## src/rtl/idm_pkg.sv

```systemverilog
// idm_pkg: shared types for the integer divide/modulo pipeline.
// No dependencies; used by every module of the divider.
`timescale 1ns / 1ps

package idm_pkg;

   // Sign and status flags that ride along with an operand pair
   typedef struct packed {
      logic neg_quot;   // quotient must be negated at the end
      logic neg_rem;    // remainder must be negated at the end
      logic div_zero;   // divisor was zero
   } side_type;

endpackage

```

## src/rtl/idm_fix.sv

```systemverilog
// idm_fix: output stage; restores signs and holds the result beat.
// Depends on idm_pkg (side_type).
`timescale 1ns / 1ps

module idm_fix #(
   parameter int W = 32
) (
   input  logic                clock,
   input  logic                reset,
   input  logic                advance,
   input  logic                in_valid,
   input  logic [W-1:0]        in_rem,
   input  logic [W-1:0]        in_quot,
   input  idm_pkg::side_type   in_side,
   output logic                out_valid,
   output logic [W-1:0]        out_quotient,
   output logic [W-1:0]        out_remainder,
   output logic                out_div_zero
);

   logic          valid_ff;
   logic [W-1:0]  quot_ff, quot_in;
   logic [W-1:0]  rem_ff, rem_in;
   logic          dz_ff;

   // sign restore; for a zero divisor the quotient is forced to all ones and the remainder comes out as the dividend
   always_comb begin
      quot_in = in_side.neg_quot ? (~in_quot + {{(W-1){1'b0}}, 1'b1}) : in_quot;
      rem_in  = in_side.neg_rem ? (~in_rem + {{(W-1){1'b0}}, 1'b1}) : in_rem;
      if (in_side.div_zero) begin
         quot_in = '1;
      end
   end

   always_ff @(posedge clock) begin
      if (reset) begin
         valid_ff <= 1'b0;
      end else if (advance) begin
         valid_ff <= in_valid;
      end
   end

   always_ff @(posedge clock) begin
      if (advance) begin
         quot_ff <= quot_in;
         rem_ff  <= rem_in;
         dz_ff   <= in_side.div_zero;
      end
   end

   assign out_valid     = valid_ff;
   assign out_quotient  = quot_ff;
   assign out_remainder = rem_ff;
   assign out_div_zero  = dz_ff;

endmodule

```

## config.mk

```make
export PLATFORM = sky130hd
export DESIGN_NAME = idm_fix
export DESIGN_NICKNAME = d
export VERILOG_FILES = /design/src/rtl/idm_pkg.sv /design/src/rtl/idm_fix.sv
export SDC_FILE = /design/constraint.sdc
export NUM_CORES = 1
export LEC_CHECK = 0
export BUFFER_PORTS_ARGS = -buffer_cell sky130_fd_sc_hd__buf_2
export CORE_ASPECT_RATIO = 2
export CORE_MARGIN = 3
export CORE_UTILIZATION = 50
export CTS_CLUSTER_DIAMETER = 30
export CTS_CLUSTER_SIZE = 16
export DETAILED_ROUTE_END_ITERATION = 16
export GPL_TIMING_DRIVEN = 1
export PLACE_DENSITY = 0.81
export SLEW_MARGIN = 20
export SYNTH_ARGS = -nofsm -noshare
export SYNTH_HDL_FRONTEND = slang
export SYNTH_SLANG_ARGS = --single-unit
```

## constraint.sdc

```tcl
create_clock -name clock -period 2.6 [get_ports clock]
set_clock_uncertainty 0.2 [all_clocks]
set_input_delay 0.26 -clock clock [delete_from_list [all_inputs] [get_ports clock]]
set_output_delay 0.26 -clock clock [all_outputs]
set_load 0.005 [all_outputs]
```

Yosys cells after proc, flatten, opt, wreduce, memory -nomap -nowiden
Index checks and enable logic that the tools add are counted.
Operators by class
  add/sub/neg operators: 2
  multipliers: 0
  divide/modulo/power cells: 0
  order comparisons: 0
  equal/unequal tests: 0
  shift-type cells: 0
  multiplexer cells: 2
  bitwise operators: 2
  reductions and logical operators: 0
Operators by type and width (number)
  32-bit by 1-bit adder with 32-bit output, second input constant: 2
  32-bit two-way mux: 2
  32-bit inverter: 2
Word-level totals
  bits in registers: 66
  bits in latches: 0
  bits in writable memories: 0
  bits in read-only memories: 0
  input port bits: 71
  output and inout bits: 66
  logic and storage cells: 10
  memories: 0

Longest topological paths before layout
Gate-level depths: netlist of run 1.
  word-level depth: 3
  mapped depth: 7
  depth with buffers taken out: 6

Worst setup path after synthesis of run 1
Ideal clock, no wire load.
  kind: input to register
  start: input port in_quot[0]
  end: register quot_ff[16], in the netlist out_quotient[16] (data pin)
  arrival: 1.818 ns
  required time: 2.135 ns
  setup slack: 0.316 ns
  cell stages on the path: 7
  path through: inv_1 > ha_1 > or3b_2 > clkbuf_1 > or3_1 > o31ai_1 > mux2i_1
On the way
  cells in the longest elaborated chain, start to end: 3
Ends and longest elaborated chain
  start, declared: line idm_fix.sv:13  | input logic [W-1:0] in_quot,
  32-bit inverter: line idm_fix.sv:28  | quot_in = in_side.neg_quot ? (~in_quot + {{(W-1){1'b0}}, 1'b1}) : in_quot;
  32-bit by 1-bit adder with 32-bit output: line idm_fix.sv:28
  32-bit two-way mux: line idm_fix.sv:28
  end signal, assigned: line idm_fix.sv:45  | quot_ff <= quot_in;
  end, declared: line idm_fix.sv:22  | logic [W-1:0] quot_ff, quot_in;
No other way between the ends.
A chain may end at the register's enable or synchronous reset.

Worst setup path in the final report of run 1
  start: input port in_rem[2]
  end: register rem_ff[27], in the netlist out_remainder[27] (data pin)
On the way
  cells in the longest elaborated chain, start to end: 3
Ends and longest elaborated chain
  start, declared: line idm_fix.sv:12  | input logic [W-1:0] in_rem,
  32-bit inverter: line idm_fix.sv:29  | rem_in = in_side.neg_rem ? (~in_rem + {{(W-1){1'b0}}, 1'b1}) : in_rem;
  32-bit by 1-bit adder with 32-bit output: line idm_fix.sv:29
  32-bit two-way mux: line idm_fix.sv:29
  via rem_in[27]: line idm_fix.sv:23  | logic [W-1:0] rem_ff, rem_in;
  end signal, assigned: line idm_fix.sv:46  | rem_ff <= rem_in;
  end, declared: line idm_fix.sv:23
The timed path passes the listed nets, and every way through them passes these cells.

==> impl_metrics.env, run 1 <==
export IMPL_globalRouteTotalUtil_pct=24.42
export IMPL_grt_antenna_before_repair=0
export IMPL_worst_ep_arrival_time_ns=2.12
export IMPL_synth_enable_flop_cells=65
export IMPL_worst_r2r_cell_count=3
export IMPL_synth_top_family_by_area="simple AND/OR/NAND/NOR gates"
export IMPL_grt_overflow_total=0
export IMPL_syn_instance_count=352
export IMPL_clk_path_buf_depth=2
export IMPL_synth_async_reset_ratio_pct=0
export IMPL_synth_cell_area_um2=3772
export IMPL_ant_nets=0
export IMPL_numClockSinks=66
export IMPL_clkTransAtPathRegs_ns=0.05
export IMPL_fillCellCount=574
export IMPL_finalWorstPathRequiredPeriod_ns=2.264
export IMPL_ys_types=40
export IMPL_power_leakage_nw=1.929
export IMPL_die_w_um=67.42
export IMPL_floorplan_core_area_um2=7322
export IMPL_status="completed"
export IMPL_vias=3363
export IMPL_flops_latches_synth=66
export IMPL_path_class="input pin to flip-flop"
export IMPL_drt_iter0_drcs=255
export IMPL_gpl_final_weighted_congestion=0.8966
export IMPL_finalSetupTns_ns=0
export IMPL_grt_first_pass_wirelength_um=15550
export IMPL_layout_cell_area_non_filler_um2=4888
export IMPL_tritoncts_clock_tree="done"
export IMPL_cap_viol_max_count=0
export IMPL_drcViolationCount=0
export IMPL_synth_xor_area_share_pct=9.287
export IMPL_required_ns=2.45
export IMPL_numCtsBuffers=9
export IMPL_grt_setup_unrepaired="false"
export IMPL_r2r_start="out_valid$_SDFFE_PP0P_"
export IMPL_clock_latency_ns=0.33
export IMPL_cts_root_buf="sky130_fd_sc_hd__clkbuf_16"
export IMPL_overall_die_area_um2=8686
export IMPL_hold_ws_ns=0.03832
export IMPL_finalSetupViolCount=0
export IMPL_max_freq_mhz=441.6
export IMPL_ios=137
export IMPL_nNetsFinal=564
export IMPL_totalWireLength_um=9955
export IMPL_cp_endpoint="out_remainder[27]$_DFFE_PP_"
export IMPL_critical_path_endpoint_type="flip-flop"
export IMPL_dieHeight_um=128.8
export IMPL_cts_resized_gates=0
export IMPL_synth_mux_area_fraction_pct=3.449
export IMPL_maximum_number_of_pins_on_one_net_before_global_route_repair=67
export IMPL_timing_critical_path_fanout_max=11
export IMPL_grt_pass1_vias=3303
export IMPL_effective_utilization_at_floorplan_pct=51.52
export IMPL_diodes=0
export IMPL_proportion_of_layout_cells_with_a_drive_suffix_above_1_pct=33.47
export IMPL_final_hold_viol_count=0
export IMPL_synthAdderAreaFrac_pct=0.6633
export IMPL_vdd_drop_max_uv=358.6
export IMPL_report_final_slew_viol_count=0
export IMPL_critical_path_reg2reg_endpoint="out_valid$_SDFFE_PP0P_"
export IMPL_fp_row_count=44
export IMPL_hp_class="input pin to flip-flop"
export IMPL_simple_gate_share_of_the_synthesized_area_pct=18.81
export IMPL_synth_yosys_seq_area_share_pct=52.27
export IMPL_drt_vias_per_instance=5.719
export IMPL_compound_gate_portion_of_the_synthesized_area_pct=12.67
export IMPL_final_min_period_over_clock_period_pct=87.09
export IMPL_most_common_layout_cells="sky130_fd_sc_hd__buf_2, sky130_fd_sc_hd__edfxtp_1, sky130_fd_sc_hd__nor2_1"
export IMPL_yosysWarningCount=0
export IMPL_area_delta_synth_final_pct=29.59
export IMPL_power_per_cell_area_nw_per_um2=594.7
export IMPL_dr_pass1_iters=5
export IMPL_cts_htree_levels=3
export IMPL_timing_critical_path_from="in_rem[2]"
export IMPL_post_drt_wl_per_cell_um=16.93
export IMPL_synthFlopType="sky130_fd_sc_hd__edfxtp_1"
export IMPL_io_buffer_count=136
export IMPL_post_synth_cell_area_avg_um2=10.72
export IMPL_regToRegSetupSlack_ns=1.25
export IMPL_syn_num_nets=425
export IMPL_standard_cell_area_after_detailed_placement_um2=4574
export IMPL_max_slew_margin_rel_pct=64.29
export IMPL_worst_setup_path_start_kind="input pin"
export IMPL_tightestPinTransition_ns=0.5288
export IMPL_mostFrequentLayoutCell="sky130_fd_sc_hd__buf_2"
export IMPL_hpwl_um=7674
## synth_stat cells (all sizes together) (9+ instances only)
cell type  count  area [um^2]
nor2b         11        68.82
mux2i         13        130.1
xnor2         31        271.5
a21oi         12        60.06
edfxtp        65         1952
nor2          32        120.1
nand3          9        45.04
or3            9        61.31
o31ai         14        105.1
xor2           9        78.83
clkbuf        17        63.81
nor3          15        85.08
nand2         23        86.33
o21ai         13        65.06
o41ai         15        138.9
nor4          12        75.07
## critical path: stages
cell and delay [ns]:
sky130_fd_sc_hd__buf_2 0.14, sky130_fd_sc_hd__nor4_1 0.49, sky130_fd_sc_hd__nand3_1 0.45, sky130_fd_sc_hd__o41ai_1 0.61, sky130_fd_sc_hd__xnor2_1 0.16
## what timing repair did
action,in CTS,in global routing
buffers inserted,0,0
endpoints found under the hold margin,2,0
hold buffers,3,0
## power breakdown
| part | leakage, nW | internal (mW) | switching (mW) | total [mW] |
|---|---|---|---|---|
| Clock | 0.143 | 0.720 | 0.415 | 1.14 |
| Combinational | 1.14 | 0.205 | 0.247 | 0.453 |
| Sequential | 0.649 | 1.30 | 0.0244 | 1.32 |
## metrics by stage
step                      total power, mW  util (%)  instances  setup WS (ns)
after floorplan                     1.534         -        352         0.3163
after global placement              1.771     62.47        569         0.2315
after detailed placement            1.791     62.47        569        0.08794
after CTS                           2.937     66.76        588         0.4537
after global routing                3.036     66.76        588         0.1694
final                               2.907     66.76        588         0.3356
## metal layers
layer	global-route usage (%)	vias up	share of wire [%]
met4	14.00	0	2.9
met2	45.24	154	57
li1	-	1629	-
met3	8.384	24	8.0
met1	21.61	1556	32
met5	0	-	0
## worst min path at each step
stage | startpoint | end | slack [ns] | depth (start not counted)
global placement | reset | out_valid$_SDFFE_PP0P_ | 0.22 | 2
detailed placement | reset | out_valid$_SDFFE_PP0P_ | 0.22 | 2
finish | in_rem[31] | out_remainder[31]$_DFFE_PP_ | 0.04 | 2
floorplan | reset | out_valid$_SDFFE_PP0P_ | 0.13 | 1
CTS | in_rem[31] | out_remainder[31]$_DFFE_PP_ | 0.02 | 2
global route | in_rem[17] | out_remainder[17]$_DFFE_PP_ | 0.03 | 2
## logic make-up (layout without fill, tap and decap cells)
kind of cell / after synthesis / count (layout)
AO/OA/AOI/OAI: 68 / 68
XOR/XNOR: 40 / 40
adder cells (fa/ha/maj): 2 / 2
buffers and inverters: 28 / 172
flip-flops: 66 / 66
multiplexers: 13 / 13
AND/OR/NAND/NOR: 135 / 135
## layout make-up
type | count | area, um^2 | share of cell area (%)
multi-input cells | 258 | 1693 | 34.63
clock buffers | 14 | 274.0 | 5.605
clock inverters | 2 | 10.01 | 0.2048
repair buffers | 149 | 798.3 | 16.33
inverters | 7 | 26.28 | 0.5375
well taps | 92 | 115.1 | 2.355
flip-flops and latches | 66 | 1972 | 40.34
## registers in the layout, indices dropped and copies added (netlist names)
name           cells
out_valid          1
out_quotient      32
out_div_zero       1
out_remainder     32
(Power assumes the default switching activity.)
==> inputs of run 2 (changes only) <==
--- a/config.mk
+++ b/config.mk
@@ -8,12 +8,12 @@
 export BUFFER_PORTS_ARGS = -buffer_cell sky130_fd_sc_hd__buf_2
 export CORE_ASPECT_RATIO = 2
 export CORE_MARGIN = 3
-export CORE_UTILIZATION = 50
+export CORE_UTILIZATION = 45
 export CTS_CLUSTER_DIAMETER = 30
 export CTS_CLUSTER_SIZE = 16
 export DETAILED_ROUTE_END_ITERATION = 16
 export GPL_TIMING_DRIVEN = 1
-export PLACE_DENSITY = 0.81
+export PLACE_DENSITY = 0.74
 export SLEW_MARGIN = 20
 export SYNTH_ARGS = -nofsm -noshare
 export SYNTH_HDL_FRONTEND = slang
==> run 2 against run 1 <==
Effect of this change:
- final area up 1.4%
- global-route usage down 3.1 points
- non-clock buffer count up 1
- die area up 10%
- worst setup slack worse by 0.18 ns
- first-iteration DRC count up 2.4%
- critical endpoint unchanged
- critical path depth up 2
- maximum frequency down 7.2%
- sequential cell count unchanged
==> impl_metrics.env, run 2 (synthesis gave the netlist of run 1 again) <==
export IMPL_hpwl_um=7619
export IMPL_ios=137
export IMPL_dp_cells=574
export IMPL_standard_cell_area_after_detailed_placement_um2=4587
export IMPL_mostFrequentLayoutCell="sky130_fd_sc_hd__buf_2"
export IMPL_worst_setup_path_start_kind="input pin"
export IMPL_layout_cell_area_non_filler_um2=4955
export IMPL_total_power_mw=3.130
export IMPL_postLayoutSetupSlackWorst_ns=0.1590
export IMPL_grt_overflow_total=0
export IMPL_cap_viol_max_count=0
export IMPL_finalSetupViolCount=0
export IMPL_dieHeight_um=135.5
export IMPL_io_buffer_count=136
export IMPL_whs_path_depth=2
export IMPL_dr_pass1_iters=4
export IMPL_min_to="out_remainder[7]$_DFFE_PP_"
export IMPL_worst_ep_arrival_time_ns=2.31
export IMPL_tightestPinTransition_ns=0.5343
export IMPL_drt_iter0_drcs=261
export IMPL_report_final_slew_viol_count=0
export IMPL_diodes=0
export IMPL_gpl_final_weighted_congestion=0.9831
export IMPL_die_w_um=70.74
export IMPL_cts_htree_levels=3
export IMPL_grt_antenna_before_repair=0
export IMPL_clock_latency_ns=0.33
export IMPL_timing_hold_worst_start="in_rem[7]"
export IMPL_dpl_worst_slack_ns=0.1819
export IMPL_critical_path_endpoint_type="flip-flop"
export IMPL_floorplan_core_area_um2=8058
export IMPL_vdd_drop_max_uv=360.7
export IMPL_post_drt_wl_per_cell_um=16.98
export IMPL_critical_path_reg2reg_endpoint="out_valid$_SDFFE_PP0P_"
export IMPL_max_freq_mhz=409.7
export IMPL_most_common_layout_cells="sky130_fd_sc_hd__buf_2, sky130_fd_sc_hd__edfxtp_1, sky130_fd_sc_hd__nor2_1"
export IMPL_nNetsFinal=565
export IMPL_ant_nets=0
export IMPL_vias=3355
export IMPL_required_ns=2.47
export IMPL_finalSetupTns_ns=0
export IMPL_proportion_of_layout_cells_with_a_drive_suffix_above_1_pct=33.80
export IMPL_r2r_start="out_valid$_SDFFE_PP0P_"
export IMPL_ff_latch_area_um2=1972
export IMPL_clk_path_buf_depth=2
export IMPL_grt_first_pass_wirelength_um=15790
export IMPL_path_class="input pin to flip-flop"
export IMPL_globalRouteTotalUtil_pct=21.31
export IMPL_final_hold_viol_count=0
export IMPL_fin_cells=593
export IMPL_power_per_cell_area_nw_per_um2=631.7
export IMPL_final_min_period_over_clock_period_pct=93.89
export IMPL_tritoncts_clock_tree="done"
export IMPL_finalWorstPathRequiredPeriod_ns=2.441
export IMPL_hp_class="input pin to flip-flop"
export IMPL_maximum_number_of_pins_on_one_net_before_global_route_repair=67
export IMPL_numCtsBuffers=9
export IMPL_fp_row_count=46
export IMPL_worst_r2r_cell_count=3
export IMPL_numClockSinks=66
export IMPL_clkTransAtPathRegs_ns=0.05
export IMPL_cts_root_buf="sky130_fd_sc_hd__clkbuf_16"
export IMPL_drcViolationCount=0
export IMPL_grt_setup_unrepaired="false"
export IMPL_status="completed"
export IMPL_regToRegSetupSlack_ns=1.26
export IMPL_effective_utilization_at_floorplan_pct=46.82
export IMPL_fillCellCount=718
export IMPL_timing_critical_path_fanout_max=11
export IMPL_overall_die_area_um2=9584
export IMPL_drt_vias_per_instance=5.658
export IMPL_power_leakage_nw=1.956
export IMPL_grt_pass1_vias=3281
export IMPL_timing_critical_path_from="in_rem[0]"
export IMPL_totalWireLength_um=10070
export IMPL_area_delta_synth_final_pct=31.34
export IMPL_max_slew_margin_rel_pct=64.05
export IMPL_multi_input_comb_area_um2=1698
-- run 2: cell count changes in the layout (fill, tap and decap cells not counted) --
| cell | previous run | this run |
|---|---|---|
| sky130_fd_sc_hd__bufinv_16 | 0 | 3 |
| sky130_fd_sc_hd__clkbuf_8 | 3 | 0 |
| sky130_fd_sc_hd__clkbuf_1 | 2 | 0 |
| sky130_fd_sc_hd__clkinv_1 | 0 | 2 |
| sky130_fd_sc_hd__buf_4 | 9 | 10 |
| sky130_fd_sc_hd__nor3b_1 | 1 | 0 |
| sky130_fd_sc_hd__nor3b_2 | 0 | 1 |
-- run 2: routing by layer --
| layer | share of wire (%) | vias to the layer above | global-route usage [%] |
|---|---|---|---|
| met5 | 0 | - | 0 |
| met4 | 3.1 | 0 | 11.19 |
| met3 | 8.5 | 26 | 7.281 |
| met2 | 55 | 142 | 39.09 |
| met1 | 33 | 1558 | 20.35 |
| li1 | - | 1629 | - |
-- run 2: power breakdown --
| group | internal, mW | switching (mW) |
|---|---|---|
| Combinational | 0.205 | 0.245 |
| Clock | 0.925 | 0.433 |
| Sequential | 1.29 | 0.0265 |
| Total | 2.43 | 0.704 |
-- run 2: metrics by stage --
| step | hold WS [ns] | utilization [%] |
|---|---|---|
| 2_1_floorplan | 0.1324 | - |
| 4_1_cts | 0.02661 | 61.43 |
| 6_report | 0.03448 | 61.49 |
| 5_1_grt | 0.04340 | 61.49 |
| 3_5_place_dp | 0.2196 | 56.93 |
| 3_3_place_gp | 0.2165 | 56.93 |
-- run 2: layout make-up --
type / instances / share of cell area (%)
tap: 96 / 2.424
clock buffer: 9 / 4.545
multi-input combinational: 258 / 34.27
inverter: 7 / 0.5303
clock inverter: 7 / 2.172
sequential: 66 / 39.80
timing repair buffer: 150 / 16.26
-- run 2: how the worst max path moves through the flow --
stage / to / slack [ns] / cells past startpoint
5_1_grt: out_remainder[25]$_DFFE_PP_ / 0.03 / 7
2_1_floorplan: out_quotient[16]$_SDFFCE_PP1P_ / 0.32 / 7
3_5_place_dp: out_quotient[16]$_SDFFCE_PP1P_ / 0.18 / 7
6_report: out_remainder[27]$_DFFE_PP_ / 0.16 / 7
3_3_place_gp: out_quotient[16]$_SDFFCE_PP1P_ / 0.21 / 7
4_1_cts: out_remainder[20]$_DFFE_PP_ / 0.06 / 8
-- run 2: worst max-delay path, stage by stage --
cell	delay, ns
sky130_fd_sc_hd__dlygate4sd3_1	0.54
sky130_fd_sc_hd__buf_2	0.15
sky130_fd_sc_hd__nor4_1	0.45
sky130_fd_sc_hd__nand3_1	0.15
sky130_fd_sc_hd__buf_4	0.20
sky130_fd_sc_hd__o41ai_1	0.44
sky130_fd_sc_hd__xnor2_1	0.13
-- run 2: repair_timing --
| item | CTS | global route |
|---|---|---|
| resized for setup | 0 | 1 |
| setup buffers | 0 | 0 |
| hold buffers | 3 | 0 |
| endpoints found under the hold margin | 2 | 0 |
| setup endpoints to repair | 0 | 5 |
==> inputs of run 3 (changes only) <==
--- a/config.mk
+++ b/config.mk
@@ -5,15 +5,16 @@
 export SDC_FILE = /design/constraint.sdc
 export NUM_CORES = 1
 export LEC_CHECK = 0
+export ABC_AREA = 1
 export BUFFER_PORTS_ARGS = -buffer_cell sky130_fd_sc_hd__buf_2
 export CORE_ASPECT_RATIO = 2
 export CORE_MARGIN = 3
-export CORE_UTILIZATION = 45
+export CORE_UTILIZATION = 50
 export CTS_CLUSTER_DIAMETER = 30
 export CTS_CLUSTER_SIZE = 16
 export DETAILED_ROUTE_END_ITERATION = 16
 export GPL_TIMING_DRIVEN = 1
-export PLACE_DENSITY = 0.74
+export PLACE_DENSITY = 0.79
 export SLEW_MARGIN = 20
 export SYNTH_ARGS = -nofsm -noshare
 export SYNTH_HDL_FRONTEND = slang
==> run 3 against run 2 <==
Effect of this change:
- synthesized area increased by 8.6%
- wire length grew 17%
- maximum frequency is 18% higher
- register-to-register slack got worse by 0.02 ns
- die area down 2.1%
- critical path depth grew 4
- sequential share of layout area is 1.5 points lower
- clock power shrank 20%
- final area is 4.0% higher
- utilization increased by 3.4 points
- combinational power increased by 12%
==> impl_metrics.env, run 3 <==
export IMPL_total_power_mw=2.911
export IMPL_worst_ep_arrival_time_ns=1.96
export IMPL_floorplan_core_area_um2=7943
export IMPL_drt_iter0_drcs=469
export IMPL_io_buffer_count=136
export IMPL_synth_yosys_seq_area_share_pct=48.14
export IMPL_synth_async_reset_ratio_pct=0
export IMPL_dp_cells=726
export IMPL_synth_commonest_cells="sky130_fd_sc_hd__nand2_1, sky130_fd_sc_hd__nor2_1, sky130_fd_sc_hd__edfxtp_1"
export IMPL_cap_viol_max_count=0
export IMPL_cp_cell_sequence="dlygate4sd3_1 -> buf_2 -> inv_1 -> ha_1 -> nand2_2 -> nor2_4 -> nand2_2 -> nand2_2 -> nand4_1 -> nand2_1 -> nand2_1"
export IMPL_clk_path_buf_depth=2
export IMPL_diodes=0
export IMPL_postLayoutSetupSlackWorst_ns=0.5246
export IMPL_dieHeight_um=134.0
export IMPL_grt_pass1_vias=4149
export IMPL_final_min_period_over_clock_period_pct=79.82
export IMPL_required_ns=2.49
export IMPL_effective_utilization_at_floorplan_pct=51.58
export IMPL_globalRouteTotalUtil_pct=25.47
export IMPL_ys_types=33
export IMPL_synth_enable_flop_cells=65
export IMPL_post_drt_wl_per_cell_um=15.74
export IMPL_cts_resized_gates=0
export IMPL_gpl_final_weighted_congestion=0.9295
export IMPL_clock_latency_ns=0.33
export IMPL_cts_post_setup_buffers_inserted=0
export IMPL_numClockSinks=66
export IMPL_critical_path_buf_inv_count=3
export IMPL_numCtsBuffers=9
export IMPL_status="completed"
export IMPL_proportion_of_layout_cells_with_a_drive_suffix_above_1_pct=27.89
export IMPL_most_common_layout_cells="sky130_fd_sc_hd__buf_2, sky130_fd_sc_hd__nand2_1, sky130_fd_sc_hd__nor2_1"
export IMPL_grt_setup_unrepaired="false"
export IMPL_tightestPinTransition_ns=0.6060
export IMPL_dr_pass1_iters=5
export IMPL_max_freq_mhz=481.8
export IMPL_post_synth_cell_area_avg_um2=8.144
export IMPL_netlist_area_leader_share_pct=47.65
export IMPL_cts_root_buf="sky130_fd_sc_hd__clkbuf_16"
export IMPL_yosysWarningCount=0
export IMPL_ant_nets=0
export IMPL_mostFrequentLayoutCell="sky130_fd_sc_hd__buf_2"
export IMPL_cpMostUsedCell="sky130_fd_sc_hd__nand2_2"
export IMPL_fillCellCount=681
export IMPL_power_leakage_nw=2.375
export IMPL_report_final_slew_viol_count=0
export IMPL_netlist_top_cell_by_area="sky130_fd_sc_hd__edfxtp_1"
export IMPL_syn_num_nets=576
export IMPL_power_per_cell_area_nw_per_um2=564.7
export IMPL_nNetsFinal=717
export IMPL_grt_antenna_before_repair=0
export IMPL_fin_cells=745
export IMPL_drt_vias_per_instance=5.526
export IMPL_finalWorstPathRequiredPeriod_ns=2.075
export IMPL_vdd_drop_max_uv=360.2
export IMPL_finalSetupTns_ns=0
export IMPL_hp_class="input pin to flip-flop"
export IMPL_vias=4117
export IMPL_hpwl_um=9170
export IMPL_ios=137
export IMPL_worst_setup_path_start_kind="input pin"
export IMPL_timing_critical_path_fanout_max=5
export IMPL_maximum_number_of_pins_on_one_net_before_global_route_repair=37
export IMPL_max_slew_margin_rel_pct=59.60
export IMPL_tritoncts_clock_tree="done"
export IMPL_area_delta_synth_final_pct=25.84
export IMPL_dpl_worst_slack_ns=0.6537
export IMPL_synth_cell_area_um2=4096
export IMPL_synthFlopType="sky130_fd_sc_hd__edfxtp_1"
export IMPL_cts_htree_levels=3
export IMPL_fp_row_count=46
export IMPL_die_w_um=70.01
export IMPL_critical_path_endpoint_type="flip-flop"
export IMPL_path_class="input pin to flip-flop"
export IMPL_clkTransAtPathRegs_ns=0.05
export IMPL_grt_first_pass_wirelength_um=18640
export IMPL_grt_overflow_total=0
export IMPL_overall_die_area_um2=9381
export IMPL_synth_top_cells_by_area="sky130_fd_sc_hd__edfxtp_1, sky130_fd_sc_hd__nand2_1, sky130_fd_sc_hd__nor2_1, sky130_fd_sc_hd__nand3_1, sky130_fd_sc_hd__inv_1"
export IMPL_drcViolationCount=0
export IMPL_critical_path_max_stage_delay_ns=0.53
export IMPL_postCtsHoldBufs=3
export IMPL_flops_latches_synth=66
export IMPL_hold_ws_ns=0.03200
export IMPL_syn_instance_count=503
export IMPL_finalSetupViolCount=0
export IMPL_final_hold_viol_count=0
export IMPL_yosysMostFrequentCell="sky130_fd_sc_hd__nand2_1"
export IMPL_totalWireLength_um=11730
export IMPL_worst_path_slowest_cell="sky130_fd_sc_hd__dlygate4sd3_1"
export IMPL_path_delay_family="simple AND/OR/NAND/NOR gates"
-- run 3: cell types whose count changed after synthesis, sizes merged, moves of 16 or more --
cell and change:
nor2 +50, clkbuf -16, nand2 +117, nand3 +48
xnor2 -21, inv +45
-- run 3: cell type report --
class | instances | area [um^2] | area share (%)
clock buffers | 13 | 250.2 | 4.854
clock inverters | 3 | 15.01 | 0.2913
inverters | 52 | 195.2 | 3.786
multi-input cells | 373 | 1857 | 36.02
flip-flops and latches | 66 | 1972 | 38.25
well taps | 96 | 120.1 | 2.330
repair buffers | 142 | 745.7 | 14.47
-- run 3: final timing paths --
path / start / endpoint / slack [ns] / depth (start not counted)
setup / recovery: in_rem[0] / out_remainder[30]$_DFFE_PP_ / 0.52 / 11
hold / removal: in_rem[31] / out_remainder[31]$_DFFE_PP_ / 0.03 / 3
setup reg to reg: out_valid$_SDFFE_PP0P_ / out_valid$_SDFFE_PP0P_ / 1.24 / 3
hold reg to reg: out_valid$_SDFFE_PP0P_ / out_valid$_SDFFE_PP0P_ / 0.88 / 3
-- run 3: report_power, final --
part	switching, mW	internal [mW]	leakage (nW)
logic	0.307	0.198	1.59
clock network	0.428	0.666	0.133
registers	0.0234	1.29	0.649
total	0.758	2.15	2.38
-- run 3: metal layers --
layer	part of all wire [%]	track usage [%]	wire (um)	vias up
li1	-	-	-	1963
met1	31	21.59	3639	1876
met2	56	49.53	6586	223
met3	7.1	5.626	827	55
met4	5.8	18.34	677	0
met5	0	0	0	-
-- run 3: metrics by stage --
stage / utilization (%) / cell area (um^2)
floorplan: - / 4096
global placement: 61.18 / 4860
detailed placement: 61.18 / 4860
CTS: 64.90 / 5155
global route: 64.90 / 5155
finish: 64.90 / 5155
-- run 3: worst register-to-register path, delay by kind of cell, from the launching register on --
kind,cells,cell delay [ns]
buffers and inverters,1,0.56
flip-flops,1,0.31
multiplexers,1,0.12
AND/OR/NAND/NOR,1,0.06
-- run 3: cell families after synthesis --
| kind of cell | Yosys count | synth area share, % |
|---|---|---|
| AO/OA/AOI/OAI | 45 | 6.812 |
| XOR/XNOR | 19 | 4.062 |
| adder cells (fa/ha/maj) | 2 | 0.6108 |
| buffers and inverters | 64 | 6.536 |
| flip-flops | 66 | 48.14 |
| multiplexers | 1 | 0.2444 |
| AND/OR/NAND/NOR | 306 | 33.60 |
